## config.mk

```make
export PLATFORM = sky130hd
export DESIGN_NAME = dnt_cell
export DESIGN_NICKNAME = d
export VERILOG_FILES = /design/src/rtl/dnt_pkg.sv /design/src/rtl/dnt_cell.sv
export SDC_FILE = /design/constraint.sdc
export NUM_CORES = 1
export LEC_CHECK = 0
export BUFFER_PORTS_ARGS = -buffer_cell sky130_fd_sc_hd__buf_4
export CORE_MARGIN = 2
export CORE_UTILIZATION = 49
export DETAILED_ROUTE_END_ITERATION = 6
export PLACE_DENSITY = 0.86
export SLEW_MARGIN = 5
export SYNTH_ARGS = -nofsm -noshare
export SYNTH_HDL_FRONTEND = slang
export SYNTH_SLANG_ARGS = --single-unit
```

## constraint.sdc

```tcl
create_clock -name clk_i -period 5.55 [get_ports clk_i]
set_clock_uncertainty 0.05 [all_clocks]
set_input_delay 1.3875 -clock clk_i [delete_from_list [all_inputs] [get_ports clk_i]]
set_output_delay 1.3875 -clock clk_i [all_outputs]
set_load 0.1 [all_outputs]
```

## src/rtl/dnt_pkg.sv

```systemverilog
package dnt_pkg;

  localparam int unsigned KEY_W    = 64;
  localparam int unsigned SECTOR_W = 16;
  localparam int unsigned SLOT_W   = 6;
  localparam int unsigned SLOT_SPAN = 64;  // slots reachable through the slot field

  typedef enum logic [1:0] {
    ACT_FIND   = 2'd0,
    ACT_ADD    = 2'd1,
    ACT_REMOVE = 2'd2,
    ACT_READ   = 2'd3
  } action_e;

  typedef enum logic [1:0] {
    ST_OK        = 2'd0,
    ST_NOT_FOUND = 2'd1,
    ST_DUP       = 2'd2,
    ST_FULL      = 2'd3
  } status_e;

  // Query held steady for the whole scan
  typedef struct packed {
    action_e             action;
    logic [KEY_W-1:0]    key;
    logic [SECTOR_W-1:0] sector;
    logic                is_dir;
    logic [SLOT_W-1:0]   idx;
  } query_t;

  // Token that walks the cell row, one cell per cycle
  typedef struct packed {
    logic                vld;
    logic                found;
    logic [SLOT_W-1:0]   slot;
    logic [SECTOR_W-1:0] sector;
    logic                is_dir;
    logic                free_ok;
    logic [SLOT_W-1:0]   free_slot;
  } token_t;

  // Broadcast write into the lowest free cell
  typedef struct packed {
    logic                en;
    logic [KEY_W-1:0]    key;
    logic [SECTOR_W-1:0] sector;
    logic                is_dir;
  } wb_t;

  typedef struct packed {
    status_e             status;
    logic [SLOT_W-1:0]   slot;
    logic [SECTOR_W-1:0] sector;
    logic                is_dir;
  } result_t;

endpackage

```

## src/rtl/dnt_cell.sv

```systemverilog
module dnt_cell
  import dnt_pkg::*;
#(
  parameter int CELL_IDX = 0
) (
  input  logic   clk_i,
  input  logic   rst_ni,
  input  query_t query_i,
  input  wb_t    wb_i,
  input  token_t tok_i,
  output token_t tok_o
);

  localparam logic [SLOT_W-1:0] SLOT_LO  = SLOT_W'(CELL_IDX);
  localparam logic              READABLE = (CELL_IDX < SLOT_SPAN);

  logic                used_q, used_d;
  logic                dir_q, dir_d;
  logic [SECTOR_W-1:0] sector_q;
  logic [KEY_W-1:0]    name_q;
  logic                cand_q, cand_d;
  token_t              tok_q, tok_d;
  logic                hit;
  logic                take;

  assign hit  = used_q && (name_q == query_i.key);
  assign take = wb_i.en && cand_q;

  // Examine the passing token against this entry
  always_comb begin
    tok_d  = tok_i;
    used_d = used_q;
    dir_d  = dir_q;
    cand_d = cand_q;
    if (tok_i.vld) begin
      case (query_i.action) inside
        ACT_FIND, ACT_ADD: begin
          if (!tok_i.found && hit) begin
            tok_d.found  = 1'b1;
            tok_d.slot   = SLOT_LO;
            tok_d.sector = sector_q;
            tok_d.is_dir = dir_q;
          end
        end
        ACT_REMOVE: begin
          if (!tok_i.found && hit) begin
            tok_d.found  = 1'b1;
            tok_d.slot   = SLOT_LO;
            tok_d.sector = sector_q;
            tok_d.is_dir = dir_q;
            used_d       = 1'b0;
            dir_d        = 1'b0;
          end
        end
        default: begin
          if (READABLE && (query_i.idx == SLOT_LO)) begin
            tok_d.found  = 1'b1;
            tok_d.slot   = SLOT_LO;
            tok_d.sector = sector_q;
            tok_d.is_dir = dir_q;
          end
        end
      endcase
      // Claim the lowest free entry for a possible write-back
      cand_d = !used_q && !tok_i.free_ok;
      if (!used_q && !tok_i.free_ok) begin
        tok_d.free_ok   = 1'b1;
        tok_d.free_slot = SLOT_LO;
      end
    end
    if (take) begin
      used_d = 1'b1;
      dir_d  = wb_i.is_dir;
      cand_d = 1'b0;
    end
  end

  // Entry flags, sector and token stage
  always_ff @(posedge clk_i or negedge rst_ni) begin
    if (!rst_ni) begin
      used_q   <= 1'b0;
      dir_q    <= 1'b0;
      sector_q <= '0;
      cand_q   <= 1'b0;
      tok_q    <= '0;
    end else begin
      used_q <= used_d;
      dir_q  <= dir_d;
      cand_q <= cand_d;
      tok_q  <= tok_d;
      if (take) begin
        sector_q <= wb_i.sector;
      end
    end
  end

  // Name is only looked at while the entry is in use
  always_ff @(posedge clk_i) begin
    if (take) begin
      name_q <= wb_i.key;
    end
  end

  assign tok_o = tok_q;

  a_cand_free: assert property (@(posedge clk_i) disable iff (!rst_ni)
    cand_q |-> !used_q)
    else $error("claimed entry is already in use");

  a_take_fills: assert property (@(posedge clk_i) disable iff (!rst_ni)
    take |=> used_q && !cand_q)
    else $error("write-back did not fill the entry");

  a_found_kept: assert property (@(posedge clk_i) disable iff (!rst_ni)
    (tok_i.vld && tok_i.found) |=> (tok_o.found && tok_o.slot == $past(tok_i.slot)))
    else $error("earlier match overridden in a later cell");

endmodule

```

==> run_results.csv, run 1 <==
group,metric,value,unit
pwr,leakage,3.207,nW
run_status,outcome,"completed",
timing,finalSetupViolations,0,
placement,port_buffers,219,
clocking,post-cts-setup-buffer-count,0,
detailed_routing,first_pass_iters,4,
synthesis,ys_types,31,
critical_path,cp.arrival,3.60,ns
critical_path,critical_path_class,"in -> reg",
critical_path,worst_ep_required_time,5.87,ns
synthesis,syn_inst,307,
synthesis,synth_top_area_share,41.27,%
critical_path,cp_slowest_cell,"nor4_1",
clocking,clockBufferDepth,2,
synthesis,yosys-top-cells-count,"edfxtp_1 (64), dfrtp_1 (51), inv_1 (31)",
final_layout,nFillCells,563,
pwr,p_clk_share,43.3,%
clocking,clk_pin_slew,0.05,ns
final_layout,fin_cells,686,
die,die_y,101.5,um
placement,hpwl,8.736,mm
timing,rsz0062_at_grt,"no",
timing,period_share,59.22,%
timing,tightest_slew,0.7901,ns
critical_path,cp_top_family,"simple AND/OR/NAND/NOR gates",
worst_hold_path,hp-class,"reg -> reg",
final_layout,postLayoutCoreUtil,76.52,%
timing,fin_hold_ws,0.4507,ns
timing,finalHoldViolCount,0,
synthesis,synthesis.area_per_instance,15.17,sq um
clocking,cts_tree,"done",
grt,gr-total-overflow,0,
detailed_routing,viasPerCell,4.924,
pwr,seq_power_share,41.5,%
final_layout,num_antenna_cells,0,
timing,post-route-worst-setup-slack,2.264,ns
synthesis,synth_flop_cell,"edfxtp_1",
grt,antenna_found_initial,0,
grt,grt_max_degree,52,
synthesis,syn-cell-area,4657,sq um
timing,fin_crit,3.286,ns
timing,maxSlewViolCount,0,
grt,grt_use_total,22.36,%
pwr,p_per_area,359.2,nW/um^2
detailed_routing,wirelength,11.19,mm
placement,place_area,6451,sq um
detailed_routing,post_drt_wl_per_cell,16.31,um
placement,gp_congestion,0.8659,
critical_path,crit_buf_inv,2,
clocking,root_buffer,"clkbuf_8",
pwr,internal_power,1.925,mW
critical_path,crit_chain,"buf_4 -> xnor2_1 -> nand4_1 -> nor4_1 -> nand4_1 -> nor4_2 -> a21oi_2 -> buf_4 -> mux2_4",
run,max_cap_viol_count,0,
final_layout,syn2layout_area_growth,51.83,%
pwr,combPwrFrac,15.2,%
critical_path,start_kind,"input pin",
synthesis,synth_top_area_cell,"edfxtp_1",
clocking,cts_hold_buffers,0,
critical_path,worstSetupEndpointType,"flip-flop",
final_layout,seqCellArea,3198,sq um
placement,place_ws,1.764,ns
die,io_pins,237,
synthesis,synth_area_leaders,"edfxtp_1 (41%), dfrtp_1 (27%), mux2_2 (4.6%), mux2_4 (4.5%), xor2_1 (3.8%)",
synthesis,yosys_warnings,0,
placement,dp.cells,654,
die,core,9240,sq um
clocking,cts.htree.levels,4,
final_layout,drive_above_1_share,52.06,%
pwr,p_sw_share,24.20,%
timing,fin_tns_setup,0,ns
final_layout,multi_input_area,1316,sq um
die,row_count,35,
pwr,p_sw,614.6,uW
clocking,numCtsBuffers,17,
final_layout,fin_nets,749,
detailed_routing,drt_iter0_markers,113,
pwr,power,2.540,mW
detailed_routing,drc,0,
detailed_routing,drt.antenna.violating_nets,0,
clocking,postCtsResizedCells,0,
timing,maxSlewHeadroom,47.20,%
detailed_routing,num_vias,3378,
clocking,clock_latency,0.49,ns
pwr,ir_drop,0.2226,mV
critical_path,cp_max_fo,23,
synthesis,async_flop_share,44.35,%
synthesis,synth-edff-count,64,
synthesis,yosys_register_bits,115,
clocking,clock-sinks,115,
critical_path,r2r_slack,2.89,ns
timing,max_freq,304.3,MHz
critical_path,cpPeakStageDelay,0.48,ns
die,fp.dieW,101.5,um
synthesis,syn_nets,512,
die,initial_core_util,50.40,%
synthesis,seq_area_frac_synth,68.67,%
die,dieArea,10300,sq um
grt,grt_pass1_vias,3535,
synthesis,yosysMostFrequentCell,"edfxtp_1",
grt,grt_pass1_wl,16.97,mm
final_layout,stdcell_area,7071,sq um
-- cell usage in the layout, fill, tap and decap left out, drive strengths merged, types with 6 or more instances in the layout --
cell type and instances:
xor2 20, clkbuf 22, nor4 14, o22ai 8, dfrtp 51, xnor2 16, edfxtp 64, a22o 6
buf 221, mux2 33, and2 6, nand4 7, nand2b 14, nor2b 6, inv 35, nor2 7
-- worst register-to-register path, cell delays in order, from the launching register on --
cell and delay (ns):
edfxtp_1 0.41, xnor2_1 0.16, nand4_1 0.13, nor4_1 0.46, nand4_1 0.23, nor4_2 0.40, a21oi_2 0.09, buf_4 0.26
mux2_4 0.34
-- layout make-up --
type / instances / area share, %
repair buffers: 221 / 23.46
clock inverters: 10 / 1.610
multi-input cells: 158 / 18.62
clock buffers: 22 / 7.149
inverters: 31 / 1.646
well taps: 129 / 2.283
flip-flops and latches: 115 / 45.23
-- kinds of logic after synthesis --
| logic type | share of synthesized area (%) |
|---|---|
| mux | 9.108 |
| flops | 68.67 |
| compound gates | 4.326 |
| xor+xnor | 6.771 |
| simple gates | 8.060 |
| buf+inv | 3.063 |
-- power groups by stage --
stage | Sequential, mW | Combinational, mW | Clock [mW]
finish | 1.05 | 0.386 | 1.10
global route | 1.07 | 0.413 | 1.16
CTS | 1.06 | 0.391 | 1.12
detailed placement | 1.07 | 0.389 | 0
global placement | 1.06 | 0.376 | 0
floorplan | 1.16 | 0.124 | 0
-- layer usage --
metal / global-route usage, % / up-vias / wire length [um]
li1: - / 1587 / -
met4: 8.732 / 0 / 255
met1: 23.44 / 1623 / 3913
met2: 41.37 / 151 / 6225
met5: 0 / - / 0
met3: 7.246 / 17 / 798
-- flip-flops by register name, summed over array words and instances, names as in the netlist --
signal    cells
name_q       64
tok_o        32
sector_q     16
cand_q        1
dir_q         1
used_q        1
-- worst paths after layout --
kind / startpoint / end / depth (start not counted)
min: sector_q[5] / tok_o[13] / 1
max reg2reg: name_q[36] / tok_o[10] / 8
max in group asynchronous: rst_ni / tok_o[1] / 1
min in group asynchronous: rst_ni / tok_o[26] / 1
min reg2reg: sector_q[5] / tok_o[13] / 1
max: query_i[77] / tok_o[10] / 9
Note: power is estimated with default switching activity, not from simulation.
==> inputs of run 2 (changes only) <==
--- a/config.mk
+++ b/config.mk
@@ -7,9 +7,9 @@
 export LEC_CHECK = 0
 export BUFFER_PORTS_ARGS = -buffer_cell sky130_fd_sc_hd__buf_4
 export CORE_MARGIN = 2
-export CORE_UTILIZATION = 49
+export CORE_UTILIZATION = 41
 export DETAILED_ROUTE_END_ITERATION = 6
-export PLACE_DENSITY = 0.86
+export PLACE_DENSITY = 0.77
 export SLEW_MARGIN = 5
 export SYNTH_ARGS = -nofsm -noshare
 export SYNTH_HDL_FRONTEND = slang
==> constraint.sdc (replaced) <==
create_clock -name clk_i -period 3 [get_ports clk_i]
set_clock_uncertainty 0.05 [all_clocks]
set_input_delay 0.75 -clock clk_i [delete_from_list [all_inputs] [get_ports clk_i]]
set_output_delay 0.75 -clock clk_i [all_outputs]
set_load 0.1 [all_outputs]
==> run 2 against run 1 <==
  * Global-route usage fell by 3.0 points
  * Utilization fell by 12 points
  * Sequential share of layout area increased by 0.19 points
  * Die area rose by 19%
  * Worst setup slack worse by 1.8 ns
  * Clock power grew 60%
  * Count of clock-buffer cells in the layout grew 3
  * Final cell count up 2.2%
  * Flip-flop and latch count did not move
  * Non-clock buffer count rose by 4
  * Power is 74% higher
  * Design area decreased by 0.42%
==> run_results.csv, run 2 (synthesis gave the netlist of run 1 again) <==
group,metric,value,unit
clocking,clk_pin_slew,0.05,ns
clocking,cts.htree.levels,4,
final_layout,num_antenna_cells,0,
timing,max_freq,395.0,MHz
grt,antenna_found_initial,0,
die,core,10980,sq um
timing,maxSlewViolCount,0,
die,die_y,110.6,um
timing,maxSlewHeadroom,58.56,%
placement,gp_congestion,0.8167,
final_layout,fin_cells,701,
grt,grt_pass1_vias,3773,
detailed_routing,viasPerCell,4.745,
critical_path,start_kind,"input pin",
detailed_routing,drc,0,
critical_path,worstSetupEndpointType,"flip-flop",
detailed_routing,wirelength,11.40,mm
timing,finalHoldViolCount,0,
detailed_routing,first_pass_iters,4,
critical_path,cp.arrival,2.76,ns
clocking,cts_tree,"done",
critical_path,critical_path_class,"in -> reg",
die,dieArea,12230,sq um
critical_path,worst_ep_required_time,3.23,ns
placement,dp.cells,669,
timing,finalSetupViolations,0,
detailed_routing,num_vias,3326,
run_status,outcome,"completed",
placement,hpwl,8.880,mm
pwr,leakage,3.193,nW
timing,fin_hold_ws,0.3235,ns
clocking,clockBufferDepth,2,
die,io_pins,237,
final_layout,drive_above_1_share,51.52,%
grt,gr-total-overflow,0,
timing,period_share,84.40,%
critical_path,cp_max_fo,23,
timing,rsz0062_at_grt,"no",
die,row_count,38,
detailed_routing,post_drt_wl_per_cell,16.26,um
die,fp.dieW,110.6,um
die,initial_core_util,42.40,%
clocking,clock-sinks,115,
grt,grt_max_degree,52,
clocking,numCtsBuffers,17,
clocking,postCtsResizedCells,0,
pwr,ir_drop,0.4515,mV
final_layout,final_common_cell,"buf_4",
placement,place_ws,0.05563,ns
worst_hold_path,hp-class,"in -> async",
clocking,clock_latency,0.41,ns
run,max_cap_viol_count,0,
timing,tightest_slew,0.6216,ns
final_layout,nFillCells,835,
detailed_routing,drt_iter0_markers,127,
timing,post-route-worst-setup-slack,0.4681,ns
timing,fin_tns_setup,0,ns
pwr,p_per_area,628.5,nW/um^2
final_layout,syn2layout_area_growth,51.18,%
placement,port_buffers,219,
clocking,root_buffer,"clkbuf_16",
final_layout,final_cell_mix,"buf_4 (223), edfxtp_1 (64), dfrtp_1 (51), inv_1 (30), xor2_1 (20)",
grt,grt_pass1_wl,18.07,mm
final_layout,largest_reg_flops,64,
clocking,cts_hold_buffers,0,
grt,grt_use_total,19.40,%
final_layout,fin_nets,753,
timing,fin_crit,2.532,ns
clocking,post-cts-setup-buffer-count,0,
final_layout,regMostFlops,"name_q",
final_layout,postLayoutCoreUtil,64.10,%
detailed_routing,drt.antenna.violating_nets,0,
run 2: cell types whose count changed in the layout (fill, tap and decap cells not counted), sizes merged:
| cell | delta |
|---|---|
| buf | +4 |
| clkinv | +4 |
| clkbuf | +3 |
| inv | -4 |
| bufinv | -2 |
| clkinvlp | -1 |
run 2: final cells by class:
type / count / area, sq um / share of cell area (%)
Multi-Input combinational cell: 158 / 1316 / 18.70
Inverter: 31 / 116.4 / 1.653
Sequential cell: 115 / 3198 / 45.42
Timing Repair Buffer: 225 / 1714 / 24.35
Tap cell: 140 / 175.2 / 2.488
Clock inverter: 7 / 35.03 / 0.4976
Clock buffer: 25 / 485.5 / 6.895
run 2: worst paths after layout:
| check | end | cells past startpoint | start | slack [ns] |
|---|---|---|---|---|
| max | tok_o[17] | 10 | query_i[35] | 0.47 |
| min | tok_o[19] | 1 | rst_ni | 0.32 |
| max reg2reg | tok_o[17] | 9 | name_q[12] | 0.55 |
| min reg2reg | tok_o[10] | 1 | sector_q[2] | 0.45 |
| max in group asynchronous | tok_o[1] | 1 | rst_ni | 2.16 |
| min in group clk_i | tok_o[31] | 1 | tok_i[31] | 0.43 |
run 2: layer usage:
layer | global-route usage, % | vias up | wire length (um)
li1 | - | 1595 | -
met1 | 20.35 | 1535 | 4247
met2 | 33.50 | 172 | 5841
met3 | 8.452 | 24 | 978
met4 | 9.000 | 0 | 327
met5 | 0 | - | 0
run 2: per-stage QoR:
| stage | area [sq um] | power [mW] |
|---|---|---|
| 3_5_place_dp | 6520 | 2.708 |
| 6_report | 7041 | 4.425 |
| 2_1_floorplan | 4657 | 2.376 |
| 4_1_cts | 7041 | 4.471 |
| 5_1_grt | 7041 | 4.612 |
| 3_3_place_gp | 6520 | 2.679 |
run 2: worst max-delay path, cell delays in order:
cell and delay, ns:
buf_4 0.11, xnor2_1 0.15, nand4_1 0.15, nor4_1 0.29, buf_4 0.17, nand4_1 0.15, nor4_2 0.38, a21oi_2 0.12
buf_12 0.18, mux2_4 0.31
run 2: power breakdown:
group	switching, mW	internal (mW)	leakage, nW	total [mW]
clock	0.650	1.11	0.264	1.76
combinational	0.372	0.348	1.75	0.721
sequential	0.0799	1.87	1.18	1.95
==> inputs of run 3 (changes only) <==
==> constraint.sdc (replaced) <==
create_clock -name clk_i -period 2.05 [get_ports clk_i]
set_clock_uncertainty 0.05 [all_clocks]
set_input_delay 0.5125 -clock clk_i [delete_from_list [all_inputs] [get_ports clk_i]]
set_output_delay 0.5125 -clock clk_i [all_outputs]
set_load 0.1 [all_outputs]
==> run 3 against run 2 <==
  * The flow now finishes with violations (setup timing)
  * Sequential share of layout area is 0.94 points lower
  * Count of clock-buffer cells in the layout up 1
  * Global-route usage down 0.27 points
  * Design area grew 2.1%
  * Critical path depth down 1
  * Non-clock buffer count increased by 14
  * Worst setup slack got worse by 0.79 ns
  * Wire length decreased by 1.6%
  * Power is 47% higher
  * Combinational power rose by 50%
  * Hold slack lost 0.24 ns
  * Utilization increased by 1.4 points
==> run_results.csv, run 3 (synthesis gave the netlist of run 1 again) <==
group,metric,value,unit
worst_hold_path,hp-class,"in -> async",
placement,place_area,6650,sq um
detailed_routing,viasPerCell,4.736,
grt,grt_max_degree,68,
pwr,ir_drop,0.6525,mV
final_layout,largest_reg_flops,64,
critical_path,cpPeakStageDelay,0.36,ns
final_layout,final_cell_mix,"buf_4 (237), edfxtp_1 (64), dfrtp_1 (51), inv_1 (28), xor2_1 (20)",
timing,max_freq,422.4,MHz
timing,maxSlewViolCount,0,
pwr,leakage,3.266,nW
final_layout,regMostFlops,"name_q",
placement,port_buffers,219,
critical_path,cp_slowest_cell,"nor4_2",
clocking,clock-sinks,115,
clocking,clk_pin_slew,0.05,ns
critical_path,worstSetupEndpointType,"flip-flop",
die,core,10980,sq um
timing,fin_crit,2.367,ns
timing,maxSlewHeadroom,57.82,%
detailed_routing,num_vias,3386,
final_layout,num_antenna_cells,0,
timing,rsz0062_at_grt,"yes",
run_status,violations,"setup timing",
final_layout,multi_input_area,1350,sq um
critical_path,crit_buf_inv,3,
critical_path,cp_top_family,"simple AND/OR/NAND/NOR gates",
timing,period_share,115.5,%
detailed_routing,post_drt_wl_per_cell,15.68,um
clocking,numCtsBuffers,17,
placement,hpwl,8.650,mm
critical_path,cp.arrival,2.60,ns
detailed_routing,drt.antenna.violating_nets,0,
clocking,clockBufferDepth,2,
timing,post-route-worst-setup-slack,-0.3172,ns
final_layout,seqCellArea,3198,sq um
timing,fin_tns_setup,-6.225,ns
die,fp.dieW,110.6,um
die,initial_core_util,42.40,%
grt,grt_pass1_vias,3682,
detailed_routing,wirelength,11.21,mm
timing,tightest_slew,0.6327,ns
critical_path,crit_chain,"inv_1 -> a22o_1 -> nor4_2 -> buf_4 -> nand4_1 -> nor4_2 -> a21oi_2 -> buf_12 -> mux2_4",
die,die_y,110.6,um
clocking,clock_latency,0.40,ns
run,max_cap_viol_count,0,
final_layout,syn2layout_area_growth,54.38,%
critical_path,critical_path_class,"reg -> reg",
critical_path,r2r_slack,-0.32,ns
die,dieArea,12230,sq um
grt,grt_pass1_wl,17.90,mm
die,io_pins,237,
run_status,outcome,"finished, violations left",
die,row_count,38,
timing,fin_hold_ws,0.08658,ns
final_layout,final_common_cell,"buf_4",
pwr,p_per_area,903.9,nW/um^2
critical_path,worst_ep_required_time,2.28,ns
grt,antenna_found_initial,0,
critical_path,timing.critical_path.mode_cell,"nor4_2",
detailed_routing,drc,0,
placement,gp_congestion,0.8209,
clocking,cts_tree,"done",
final_layout,drive_above_1_share,53.74,%
critical_path,start_kind,"flip-flop",
final_layout,fin_nets,767,
grt,gr-total-overflow,0,
critical_path,cp_max_fo,23,
final_layout,stdcell_area,7189,sq um
clocking,cts.htree.levels,4,
detailed_routing,first_pass_iters,4,
grt,grt_use_total,19.13,%
detailed_routing,drt_iter0_markers,130,
final_layout,nFillCells,781,
timing,finalSetupViolations,25,
clocking,root_buffer,"clkbuf_16",
timing,finalHoldViolCount,0,
[run 3: path summary, 6_finish.rpt]
kind / from / end / cells after the start
setup / recovery: name_q[4] / tok_o[20] / 9
hold / removal: rst_ni / tok_o[15] / 1
setup reg to reg: name_q[4] / tok_o[20] / 9
hold reg to reg: sector_q[10] / tok_o[18] / 1
max in group asynchronous: rst_ni / used_q / 1
min in group clk_i: tok_i[31] / tok_o[31] / 1
[run 3: what timing repair did]
action,CTS,global route
gates resized for setup,2,1
hold buffers,0,0
pin swaps,1,0
setup endpoints to repair,25,25
buffers inserted,0,0
[run 3: cell type report]
class / count / area share [%]
Clock buffer: 26 / 6.805
Clock inverter: 6 / 0.4177
Inverter: 31 / 1.775
Multi-Input combinational cell: 158 / 18.78
Sequential cell: 115 / 44.48
Tap cell: 140 / 2.436
Timing Repair Buffer: 239 / 25.30
[run 3: stage by stage]
stage | instances | setup slack (ns) | utilization [%] | power, mW
floorplan | 307 | -0.1449 | - | 3.481
global placement | 683 | -0.5837 | 60.55 | 3.944
detailed placement | 683 | -0.6666 | 60.55 | 3.983
CTS | 715 | -0.3184 | 65.39 | 6.557
global route | 715 | -0.4619 | 65.46 | 6.784
finish | 715 | -0.3172 | 65.46 | 6.499
[run 3: routing by layer]
| layer | routed length (um) | GRT usage [%] | part of all wire [%] |
|---|---|---|---|
| met1 | 4221 | 20.36 | 38 |
| met2 | 5850 | 33.37 | 52 |
| met3 | 869 | 7.300 | 7.8 |
| met4 | 270 | 9.083 | 2.4 |
| met5 | 0 | 0 | 0 |
[run 3: worst reg2reg max path: stages (launching register included)]
cell and delay, ns:
edfxtp_1 0.34, inv_1 0.04, a22o_1 0.23, nor4_2 0.32
buf_4 0.17, nand4_1 0.13, nor4_2 0.36, a21oi_2 0.12
buf_12 0.18, mux2_4 0.32
[run 3: report_power, final]
group	leakage, nW	switching, mW	internal, mW
combinational	1.83	0.551	0.530
clock	0.262	0.937	1.62
sequential	1.18	0.121	2.74
total	3.27	1.61	4.89
